`src/sv/phase_current_offset_calibrator_assert.svh`:
```
// Assertion macros for the phase current offset calibrator.
// Included by the top level; no other dependencies.
`ifndef PHASE_CURRENT_OFFSET_CALIBRATOR_ASSERT_SVH
`define PHASE_CURRENT_OFFSET_CALIBRATOR_ASSERT_SVH

// same-cycle implication, disabled in reset
`define PCOC_ASSERT_IMP(name, ck, rs, ante, cons) \
  name: assert property (@(posedge ck) disable iff (rs) (ante) |-> (cons)) \
    else $error("calibrator check failed in %m");

// next-cycle implication, disabled in reset
`define PCOC_ASSERT_NXT(name, ck, rs, ante, cons) \
  name: assert property (@(posedge ck) disable iff (rs) (ante) |=> (cons)) \
    else $error("calibrator check failed in %m");

`endif

```
`src/sv/pcoc_pkg.sv`:
```
// Shared widths, constants and types for the phase current offset calibrator.
// No dependencies.
package pcoc_pkg;

  localparam int NUM_PH   = 3;
  localparam int SAMPLE_W = 12;
  localparam int SUM_W    = 20;
  localparam int CNT_W    = 9;
  localparam int CUR_W    = 15;
  localparam int MAG_W    = CUR_W - 1;
  localparam int WIN_W    = 8;
  localparam int LIMIT_W  = 14;
  localparam int OSUM_W   = SAMPLE_W + 2;

  localparam int CAL_SAMPLES = 50;
  localparam int MUL_NUM     = 3128;
  localparam int MUL_DEN     = 1000;
  localparam int LIMIT_RESET = 6000;
  localparam int SAMPLE_MAX  = 2**SAMPLE_W - 1;

  // Constant divides done as multiply by a rounded-up reciprocal; each shift is
  // wide enough that the truncated quotient is exact over the operand range.
  localparam int OFF_SHIFT = SUM_W + 8;
  localparam longint unsigned OFF_RECIP =
    ((64'd1 << OFF_SHIFT) + CAL_SAMPLES - 1) / CAL_SAMPLES;
  localparam int OFF_RECIP_W = $clog2(OFF_RECIP + 1);

  localparam int CUR_SHIFT = SAMPLE_W + 10;
  localparam longint unsigned CUR_RECIP =
    ((64'(MUL_NUM) << CUR_SHIFT) + MUL_DEN - 1) / MUL_DEN;
  localparam int CUR_RECIP_W = $clog2(CUR_RECIP + 1);

  localparam int MID_SHIFT = OSUM_W + 1;
  localparam longint unsigned MID_RECIP =
    ((64'd1 << MID_SHIFT) + NUM_PH - 1) / NUM_PH;
  localparam int MID_RECIP_W = $clog2(MID_RECIP + 1);

  localparam int SPAN_SHIFT = LIMIT_W + 12;
  localparam longint unsigned SPAN_RECIP =
    ((64'(MUL_DEN) << SPAN_SHIFT) + MUL_NUM - 1) / MUL_NUM;
  localparam int SPAN_RECIP_W = $clog2(SPAN_RECIP + 1);
  localparam int SPAN_W = $clog2(((2**LIMIT_W - 1) * MUL_DEN) / MUL_NUM + 1);
  localparam int SPAN_RESET = LIMIT_RESET * MUL_DEN / MUL_NUM;
  localparam int HI_W = ((SAMPLE_W > SPAN_W) ? SAMPLE_W : SPAN_W) + 1;

  localparam int S_TDATA_W = ((NUM_PH * SAMPLE_W + 7) / 8) * 8;
  localparam int M_TDATA_W = ((NUM_PH * CUR_W + 2 * WIN_W + 7) / 8) * 8;

  typedef enum logic {
    ACT_CAL  = 1'b0,
    ACT_MEAS = 1'b1
  } action_t;

  typedef logic [SAMPLE_W-1:0] sample_t;

  typedef struct packed {
    sample_t [NUM_PH-1:0] off;
    logic                 calibrated;
  } cal_state_t;

endpackage

```
`src/sv/pcoc_cal.sv`:
```
// Calibration accumulator: per-phase sums, sample count, offsets and valid flag.
// Depends on pcoc_pkg.
module pcoc_cal import pcoc_pkg::*; (
  input  logic                 clk,
  input  logic                 rst,
  input  logic                 step,
  input  action_t              action,
  input  sample_t [NUM_PH-1:0] sample,
  output cal_state_t           cur,
  output cal_state_t           nxt
);

  localparam int QP_W = SUM_W + OFF_RECIP_W;

  logic [SUM_W-1:0] sum      [NUM_PH];
  logic [SUM_W-1:0] sum_next [NUM_PH];
  logic [QP_W-1:0]  quot_prod [NUM_PH];
  logic [CNT_W-1:0] count;
  logic [CNT_W-1:0] count_next;
  logic             done;
  cal_state_t       state;

  always_comb begin
    count_next = count + 1'b1;
    done       = (action == ACT_CAL) && (count_next >= CNT_W'(CAL_SAMPLES));
    nxt        = state;
    for (int i = 0; i < NUM_PH; i++) begin
      sum_next[i]  = sum[i] + SUM_W'(sample[i]);
      quot_prod[i] = QP_W'(sum_next[i]) * QP_W'(OFF_RECIP);
      if (done) begin
        nxt.off[i] = quot_prod[i][OFF_SHIFT +: SAMPLE_W];
      end
    end
    if (done) begin
      nxt.calibrated = 1'b1;
    end
  end

  always_ff @(posedge clk) begin
    if (rst) begin
      state <= '0;
      count <= '0;
      for (int i = 0; i < NUM_PH; i++) begin
        sum[i] <= '0;
      end
    end else if (step && action == ACT_CAL) begin
      state <= nxt;
      count <= done ? '0 : count_next;
      for (int i = 0; i < NUM_PH; i++) begin
        sum[i] <= done ? '0 : sum_next[i];
      end
    end
  end

  assign cur = state;

endmodule

```
`src/sv/phase_current_offset_calibrator.sv`:
```
// Phase current offset calibrator, top level: stream ports, pipeline, window.
// Depends on pcoc_pkg, pcoc_cal and phase_current_offset_calibrator_assert.svh.
//
// Usage:
//   s_axis carries one triple of 12-bit phase samples per transaction; tuser
//   selects calibration (0) or measurement (1). Calibration transactions are
//   accumulated; every CAL_SAMPLES of them set new per-phase offsets.
//   m_axis returns exactly one result per input transaction, in order: three
//   signed currents in mA (zero for calibration), the offsets-valid flag in
//   tuser and the 8-bit overcurrent window.
//   cfg_we/cfg_wdata load the overcurrent limit; the window span is derived
//   in the write cycle. Write only while the pipeline is empty.
//   Pipeline: the input register loads at the accepting edge, then come the
//   multiply, offset-mean and output stages; result tvalid comes from the last.
//   Throughput: one transaction per cycle while m_axis does not stall, set by
//   the accumulator update in the first stage.
//   Reset clears sums, count, offsets, valid flag and all stage valids; the
//   limit returns to 6000 mA.
//   When m_axis stalls, stages fill one by one; s_axis_tready falls only once
//   all four stages hold a transaction.
`include "phase_current_offset_calibrator_assert.svh"

module phase_current_offset_calibrator import pcoc_pkg::*; (
  input  logic                 clk,
  input  logic                 rst,
  input  logic                 cfg_we,
  input  logic [LIMIT_W-1:0]   cfg_wdata,
  input  logic                 s_axis_tvalid,
  output logic                 s_axis_tready,
  // [11:0] sample_a, [23:12] sample_b, [35:24] sample_c, rest zero
  input  logic [S_TDATA_W-1:0] s_axis_tdata,
  // [0] action
  input  logic                 s_axis_tuser,
  output logic                 m_axis_tvalid,
  input  logic                 m_axis_tready,
  // [14:0] phase A mA, [29:15] phase B mA, [44:30] phase C mA,
  // [52:45] window_high, [60:53] window_low, rest zero
  output logic [M_TDATA_W-1:0] m_axis_tdata,
  // [0] offsets_valid
  output logic                 m_axis_tuser
);

  localparam int CP_W = SAMPLE_W + CUR_RECIP_W;
  localparam int MP_W = OSUM_W + MID_RECIP_W;
  localparam int SP_W = LIMIT_W + SPAN_RECIP_W;

  // span register
  logic [SPAN_W-1:0] span;
  logic [SP_W-1:0]   span_prod;

  // stage 1: input register
  logic                 s1_valid;
  action_t              s1_action;
  sample_t [NUM_PH-1:0] s1_sample;

  // stage 2: current magnitudes and post-item calibration state
  logic                 s2_valid;
  logic [MAG_W-1:0]     s2_mag [NUM_PH];
  logic [NUM_PH-1:0]    s2_neg;
  cal_state_t           s2_st;

  // stage 3: signed currents and offset mean
  logic                 s3_valid;
  logic [CUR_W-1:0]     s3_cur [NUM_PH];
  sample_t              s3_mid;
  logic                 s3_cal;

  // output register
  logic                 out_valid;
  logic [CUR_W-1:0]     out_cur [NUM_PH];
  logic [WIN_W-1:0]     out_wh;
  logic [WIN_W-1:0]     out_wl;
  logic                 out_cal;

  logic out_ready, s3_ready, s2_ready, s1_ready, step;

  cal_state_t cal_cur, cal_nxt;

  // stage 1 logic
  logic [SAMPLE_W:0]   diff  [NUM_PH];
  logic [SAMPLE_W:0]   ndiff [NUM_PH];
  logic [SAMPLE_W-1:0] mag1  [NUM_PH];
  logic [CP_W-1:0]     cprod [NUM_PH];
  logic [MAG_W-1:0]    mag1q [NUM_PH];

  // stage 2 logic
  logic [OSUM_W-1:0]   osum;
  logic [MP_W-1:0]     mprod;
  logic [CUR_W-1:0]    cur2 [NUM_PH];

  // stage 3 logic
  logic [HI_W-1:0]     hi, lo;
  sample_t             hi_c, lo_c;
  logic [WIN_W-1:0]    wh3, wl3;

  assign out_ready     = !out_valid || m_axis_tready;
  assign s3_ready      = !s3_valid || out_ready;
  assign s2_ready      = !s2_valid || s3_ready;
  assign s1_ready      = !s1_valid || s2_ready;
  assign s_axis_tready = s1_ready;
  assign step          = s1_valid && s2_ready;

  pcoc_cal u_cal (
    .clk    (clk),
    .rst    (rst),
    .step   (step),
    .action (s1_action),
    .sample (s1_sample),
    .cur    (cal_cur),
    .nxt    (cal_nxt)
  );

  // limit to span: limit * MUL_DEN / MUL_NUM
  assign span_prod = SP_W'(cfg_wdata) * SP_W'(SPAN_RECIP);

  always_ff @(posedge clk) begin
    if (rst) begin
      span <= SPAN_W'(SPAN_RESET);
    end else if (cfg_we) begin
      span <= span_prod[SPAN_SHIFT +: SPAN_W];
    end
  end

  // |sample - offset| * MUL_NUM / MUL_DEN, using pre-item offsets; zero for calibration
  always_comb begin
    for (int i = 0; i < NUM_PH; i++) begin
      diff[i]  = {1'b0, s1_sample[i]} - {1'b0, cal_cur.off[i]};
      ndiff[i] = ~diff[i] + 1'b1;
      mag1[i]  = diff[i][SAMPLE_W] ? ndiff[i][SAMPLE_W-1:0] : diff[i][SAMPLE_W-1:0];
      cprod[i] = CP_W'(mag1[i]) * CP_W'(CUR_RECIP);
      mag1q[i] = (s1_action == ACT_MEAS) ? cprod[i][CUR_SHIFT +: MAG_W] : '0;
    end
  end

  always_comb begin
    osum  = OSUM_W'(s2_st.off[0]) + OSUM_W'(s2_st.off[1]) + OSUM_W'(s2_st.off[2]);
    mprod = MP_W'(osum) * MP_W'(MID_RECIP);
    for (int i = 0; i < NUM_PH; i++) begin
      cur2[i] = s2_neg[i] ? (~{1'b0, s2_mag[i]} + 1'b1) : {1'b0, s2_mag[i]};
    end
  end

  // window around offset mean, clamped to the ADC range; zero until offsets are valid
  always_comb begin
    hi   = HI_W'(s3_mid) + HI_W'(span);
    lo   = HI_W'(s3_mid) - HI_W'(span);
    hi_c = (hi > HI_W'(SAMPLE_MAX)) ? sample_t'(SAMPLE_MAX) : hi[SAMPLE_W-1:0];
    lo_c = (HI_W'(s3_mid) > HI_W'(span)) ? lo[SAMPLE_W-1:0] : '0;
    wh3  = s3_cal ? hi_c[SAMPLE_W-1 -: WIN_W] : '0;
    wl3  = s3_cal ? lo_c[SAMPLE_W-1 -: WIN_W] : '0;
  end

  always_ff @(posedge clk) begin
    if (rst) begin
      s1_valid  <= 1'b0;
      s2_valid  <= 1'b0;
      s3_valid  <= 1'b0;
      out_valid <= 1'b0;
    end else begin
      if (s1_ready) begin
        s1_valid <= s_axis_tvalid;
      end
      if (s2_ready) begin
        s2_valid <= s1_valid;
      end
      if (s3_ready) begin
        s3_valid <= s2_valid;
      end
      if (out_ready) begin
        out_valid <= s3_valid;
      end
    end
  end

  always_ff @(posedge clk) begin
    if (s1_ready) begin
      s1_action <= action_t'(s_axis_tuser);
      for (int i = 0; i < NUM_PH; i++) begin
        s1_sample[i] <= s_axis_tdata[i*SAMPLE_W +: SAMPLE_W];
      end
    end
    if (s2_ready) begin
      s2_st <= cal_nxt;
      for (int i = 0; i < NUM_PH; i++) begin
        s2_mag[i] <= mag1q[i];
        s2_neg[i] <= diff[i][SAMPLE_W];
      end
    end
    if (s3_ready) begin
      s3_mid <= mprod[MID_SHIFT +: SAMPLE_W];
      s3_cal <= s2_st.calibrated;
      for (int i = 0; i < NUM_PH; i++) begin
        s3_cur[i] <= cur2[i];
      end
    end
    if (out_ready) begin
      out_wh  <= wh3;
      out_wl  <= wl3;
      out_cal <= s3_cal;
      for (int i = 0; i < NUM_PH; i++) begin
        out_cur[i] <= s3_cur[i];
      end
    end
  end

  assign m_axis_tvalid = out_valid;
  assign m_axis_tuser  = out_cal;
  assign m_axis_tdata  = M_TDATA_W'({out_wl, out_wh, out_cur[2], out_cur[1], out_cur[0]});

  `PCOC_ASSERT_IMP(a_win_zero_uncal, clk, rst, out_valid && !out_cal, out_wh == '0 && out_wl == '0)
  `PCOC_ASSERT_IMP(a_win_ordered, clk, rst, out_valid, out_wl <= out_wh)
  `PCOC_ASSERT_NXT(a_cal_sticky, clk, rst, cal_cur.calibrated, cal_cur.calibrated)
  `PCOC_ASSERT_NXT(a_accept_loads, clk, rst, s_axis_tvalid && s_axis_tready, s1_valid)

endmodule

```
`config.mk`:
```
export PLATFORM = sky130hd
export DESIGN_NAME = phase_current_offset_calibrator
export DESIGN_NICKNAME = d
export VERILOG_FILES = /design/src/sv/pcoc_pkg.sv /design/src/sv/pcoc_cal.sv /design/src/sv/phase_current_offset_calibrator.sv
export VERILOG_INCLUDE_DIRS = /design/src /design/src/sv
export SDC_FILE = /design/constraint.sdc
export NUM_CORES = 2
export LEC_CHECK = 0
export ABC_CLOCK_PERIOD_IN_PS = 8300
export CAP_MARGIN = 25
export CORE_ASPECT_RATIO = 2
export CORE_MARGIN = 8
export CORE_UTILIZATION = 35
export CTS_CLUSTER_SIZE = 28
export DETAILED_ROUTE_END_ITERATION = 8
export DONT_BUFFER_PORTS = 1
export GPL_TIMING_DRIVEN = 0
export PLACE_DENSITY_LB_ADDON = 0.12
export SKIP_LAST_GASP = 1
export SYNTH_ARGS = -nofsm -noshare
export SYNTH_HDL_FRONTEND = slang
export SYNTH_SLANG_ARGS = --single-unit
```
`constraint.sdc`:
```
create_clock -name clk -period 8.3 [get_ports clk]
set_clock_uncertainty 0.1 [all_clocks]
set_input_delay 0.83 -clock clk [delete_from_list [all_inputs] [get_ports clk]]
set_output_delay 0.83 -clock clk [all_outputs]
set_load 0.1 [all_outputs]
```
* Yosys cells after proc, flatten, opt, wreduce, memory -nomap -nowiden
Memories as Yosys holds them, arrays and structs flattened.
Cells that the tools add are included.
** Storage, ports and cells
- Register bits after elaboration :: 170
- RAM bits :: 192
- Input port bits :: 60
- Output and inout port bits :: 67
- Logic and storage cells :: 110
- Memories :: 4
** Memories
- u_cal.sum :: depth 3, width 20, read ports 3, clocked after Yosys merged registers in 0, write ports 3, line pcoc_cal.sv:15 : logic [SUM_W-1:0] sum [NUM_PH];
- out_cur :: depth 3, width 15, read ports 3, clocked after Yosys merged registers in 0, write ports 3, line phase_current_offset_calibrator.sv:70 : logic [CUR_W-1:0] out_cur [NUM_PH];
- s3_cur :: depth 3, width 15, read ports 3, clocked after Yosys merged registers in 0, write ports 3, line phase_current_offset_calibrator.sv:64 : logic [CUR_W-1:0] s3_cur [NUM_PH];
- s2_mag :: depth 3, width 14, read ports 3, clocked after Yosys merged registers in 0, write ports 3, line phase_current_offset_calibrator.sv:58 : logic [MAG_W-1:0] s2_mag [NUM_PH];
** Operators by class
- $add $sub $neg :: 17
- Multipliers :: 8
- $lt $le $gt $ge :: 3
- Muxes and demuxes :: 32
- Bitwise logic cells :: 10
- Reduce and logical (&&, ||, !) cells :: 12
** Operators with widths (number)
- 20-bit 2-to-1 mux :: 6
- 20-bit by 22-bit multiplier with 39-bit output (second input constant) :: 3
- 12-bit by 24-bit multiplier with 36-bit output (second input constant) :: 3
- 12-bit 2-to-1 mux :: 7
- 20-bit by 12-bit adder with 20-bit output :: 3
- 15-bit by 1-bit adder with 15-bit output (second input constant) :: 3
- 15-bit 2-to-1 mux :: 3
- 14-bit NOT with 15-bit output :: 3
- 14-bit 2-to-1 mux :: 3
- 14-bit by 25-bit multiplier with 39-bit output (second input constant) :: 1
- 12-bit by 12-bit subtractor with 13-bit output :: 3
- 12-bit by 1-bit adder with 12-bit output (second input constant) :: 3
- 12-bit NOT :: 3
- 14-bit by 14-bit multiplier with 27-bit output (second input constant) :: 1
- 12-bit by 13-bit adder with 14-bit output :: 1
- 13-bit by 12-bit adder with 14-bit output :: 1
- 14-bit by 12-bit greater-than comparator with 1-bit output (second input constant) :: 1
- 12-bit by 12-bit adder with 13-bit output :: 1
- 12-bit by 13-bit greater-than comparator with 1-bit output :: 1
- 1-bit 2-to-1 mux :: 12
- 12-bit subtractor :: 1
- 9-bit by 1-bit adder with 9-bit output (second input constant) :: 1
- 9-bit by 6-bit greater-or-equal comparator with 1-bit output (second input constant) :: 1
- 9-bit 2-to-1 mux :: 1
- 6 further kinds :: 16

* Depth between registers and ports, before layout
- Word-level depth :: 10
- Depth in mapped cells :: 37
- Gate-level depth less buffers :: 37

* Modules after synthesis
A second synthesis with hierarchy kept.
** Unflattened totals
- Cell total of the unflattened synthesis :: 5588
- Area total of the unflattened synthesis :: 57970.6 sq um
** By module, submodules not included
- phase_current_offset_calibrator :: instances 1, cells each 2856, area an instance 31123.6 sq um, sequential area each 7517.2 sq um
- pcoc_cal :: instances 1, cells each 2732, area an instance 26847.0 sq um, sequential area each 2722.6 sq um

* Worst setup path before layout
No wires, ideal clock.
- Path type :: register to register
- From :: reg s1_sample[1] (netlist name)
- To :: reg s2_st[12] (netlist name), data pin
- Arrival time :: 8140 ps
- Required time :: 7928 ps
- Slack :: -212 ps
- Cell stages (with the launch flop) :: 33
- Clock period less this slack :: 8512 ps
- Path through :: edfxtp_1 ha_1 a21o_1 a21oi_1 o21ai_0 a21oi_1 o21ai_0 a21oi_1 o211ai_1 a21oi_1 xor2_1 inv_1 ha_1 ha_1 fa_1 inv_1 fa_1 fa_1 inv_1 fa_1 inv_1 fa_1 inv_1 ha_1 nand4_1 a21oi_1 a211oi_2 a311oi_4 o21a_4 o211ai_4 a311oi_4 and4_2 or4b_1
** RTL lines
- start, declared :: line phase_current_offset_calibrator.sv:54 : sample_t [NUM_PH-1:0] s1_sample;
- start signal, assigned by index :: line phase_current_offset_calibrator.sv:179 : s1_sample[i] <= s_axis_tdata[i*SAMPLE_W +: SAMPLE_W];
- end signal, assigned :: line phase_current_offset_calibrator.sv:183 : s2_st <= cal_nxt;
- end, declared :: line phase_current_offset_calibrator.sv:60 : cal_state_t s2_st;

==> results.json <==
{
  "period_needed_ns": 8.69,
  "clk_pin_slew_ns": 0.07,
  "violations": "setup timing",
  "area_growth_pct": 17.8,
  "crit_type": "flop to flop",
  "status": "finished with violations",
  "slew_headroom": 0.316,
  "crit_arrival_ns": 8.95,
  "via_per_inst": 4.84,
  "reg2reg_from": "s1_sample[1]",
  "top_usage_layer": "met2",
  "ys_async_sr_fraction": 0,
  "grtUsageTotal": 0.186,
  "min_to": "s1_sample[35]",
  "syn_area_mm2": 0.0578,
  "globalRouteMet2Util": 0.393,
  "finalNonFillerCells": 8085,
  "antenna_found_initial": 6,
  "period_share": 1.05,
  "cts_max_level": 2,
  "slew_violations": 0,
  "max_freq_mhz": 115,
  "timing.rr.end": "s2_st[12]",
  "cp-end-kind": "flop",
  "ys_seq_area_frac": 0.177,
  "cts_tree": "done",
  "yosys_most_used_dff": "edfxtp_1",
  "ant_nets": 0,
  "nets": 8007,
  "cpMaxStageDelayCell": "fa_1",
  "cts_buffer_depth": 3,
  "min_path_cells": 0,
  "grt_first_pass_wirelength_mm": 252,
  "reg2reg_depth": 34,
  "die_h_um": 591,
  "grt_overflow_total": 0,
  "hp-class": "input pin to flop",
  "crit_required_ns": 8.56,
  "place_congestion": 0.908,
  "dpl.hpwl_mm": 145,
  "clk_latency_ns": 0.63,
  "slowest_delay_ns": 0.58,
  "rsz0062_at_grt": "yes",
  "tightest_slew_ns": 1.02,
  "die_area_mm2": 0.179,
  "path_common_cell": "a21oi_2",
  "core_area_mm2": 0.165,
  "reg2reg_slack_ns": -0.39,
  "final_cell_mix": "inv_1, ha_1, fa_1, edfxtp_1, buf_4",
  "drcViolationCount": 0,
  "num_vias": 39200,
  "yosys_warnings": 0,
  "syn_area_per_cell_um2": 10.3,
  "grt_pass1_vias": 43800,
  "grt_max_degree": 59,
  "hp-start": "s_axis_tdata[35]",
  "finalWirelength_mm": 166,
  "core.rowCount": 211,
  "layout_setup_ws_ns": -0.388,
  "firstDrtPassIters": 7,
  "synth_edf_count": 299,
  "cap_violations": 0,
  "ios": 127,
  "routedWlPerCell_um": 20.6,
  "dp.cells": 7750,
  "clockRootBuffer": "clkbuf_16",
  "drive_gt1_frac": 0.157,
  "drt_iter0_drc": 1208,
  "layout_commonest_cell": "inv_1",
  "global_route.usage.met3": 0.0140,
  "portBuffers": 0,
  "cts_made_buffers": 44,
  "ys_seq_elements": 362,
  "clkSinkCount": 362,
  "start_util": 0.351,
  "synthCells": 5610,
  "die_x_um": 303,
  "crit_fanout": 4,
  "setup_viol": 35,
  "hold_violations": 0,
  "startpoint_type": "flop",
  "synth_cell_types": 78,
  "grtUsageMet1": 0.169,
  "place_ws_ns": -2.70
}
==> worst max path at each step <==
| stage | start | end | slack, ns |
|---|---|---|---|
| after global routing | s1_sample[0] | s2_st[12] | -0.68 |
| after floorplan | s1_sample[0] | s2_st[12] | -0.02 |
| after global placement | s1_sample[13] | s2_st[24] | -2.65 |
| after CTS | s1_sample[12] | s2_mag[0][27] | -0.64 |
| final | s1_sample[1] | s2_st[12] | -0.39 |
| after detailed placement | s1_sample[13] | s2_st[24] | -2.70 |
==> synth_stat cells (all sizes together), types with 7 or more instances <==
library cell	instances	area, um^2
ha	1251	15700
o41ai	8	77.6
nor3b	18	135
fa	779	15600
xor2	108	946
o31ai	25	188
nand4	33	206
o2111ai	7	61.3
and3	38	238
clkbuf	41	154
buf	9	46.3
nand2	191	717
a211oi	15	118
o21ai	133	669
a221oi	9	78.8
xnor2	184	1610
nor3	61	305
a21o	71	533
inv	1413	5300
a31oi	29	181
or3	15	93.8
a41oi	7	61.3
o21a	29	225
o21bai	31	233
a21boi	13	97.6
o211ai	16	134
edfxtp	299	8980
nor2b	25	156
nand3	77	390
and4	10	88.8
and2	34	213
a21oi	194	971
nor2	214	803
or2	25	156
dfxtp	63	1260
nand2b	29	181
nand3b	9	67.6
nor4	13	81.3
==> layer usage <==
layer | vias up | wire length, um
li1 | 18800 | -
met1 | 19500 | 53600
met2 | 557 | 99000
met3 | 324 | 3130
met4 | 2 | 10600
met5 | - | 14
==> repair_timing <==
item | 4_1_cts | 5_1_grt
gates resized for setup | 431 | 386
setup endpoints to repair | 118 | 117
hold buffers | 0 | 0
setup buffers | 143 | 118
pin swaps | 203 | 242
==> critical path: cells and delay by family, from the launching register on <==
family          cells  cell delay, ns
fa+ha+maj           9            3.80
compound gates     15            2.58
simple gates        2            0.67
buf+inv             7            0.53
flops               1            0.46
xor+xnor            1            0.25
==> logic make-up (layout without fill, tap and decap cells) <==
logic type,Yosys count,count (layout),share of synthesized area
simple gates,813,813,0.0694
xor+xnor,292,292,0.0442
fa+ha+maj,2030,2030,0.541
buf+inv,1464,1803,0.0953
compound gates,638,638,0.0713
mux,10,10,0.00182
flops,362,362,0.177
other cells,1,7,0.0000649
==> stage by stage <==
stage | utilization | cell area [um^2] | setup TNS [ns] | hold WS (ns)
after global routing | 0.413 | 68100 | -22.86 | 0.140
after CTS | 0.397 | 65400 | -21.15 | 0.110
after floorplan | - | 57900 | -0.0220 | 0.300
final | 0.413 | 68100 | -4.83 | 0.187
after global placement | 0.368 | 60600 | -148.11 | 0.302
after detailed placement | 0.369 | 60700 | -153.00 | 0.305
==> registers in the layout, summed over array words and instances, names as in the netlist, 3 cells and up <==
name         count
u_cal.sum       60
out_cur         45
s3_cur          45
s2_mag          42
s2_st           37
u_cal.cur       37
s1_sample       36
span            13
s3_mid          12
u_cal.count      9
out_wh           8
out_wl           8
s2_neg           3
==> final cells by class <==
type / count / area [um^2]
diodes: 4 / 10.0
plain buffers: 50 / 224
clock buffers: 59 / 1270
clock inverters: 21 / 214
fillers: 16100 / 96600
inverters: 1414 / 5370
multi-input cells: 3786 / 45900
flip-flops and latches: 362 / 10200
well taps: 2130 / 2670
repair buffers: 259 / 2250
Power is not shown: default switching activity piles up to over one toggle a cycle in this logic, so the estimate is an artifact.
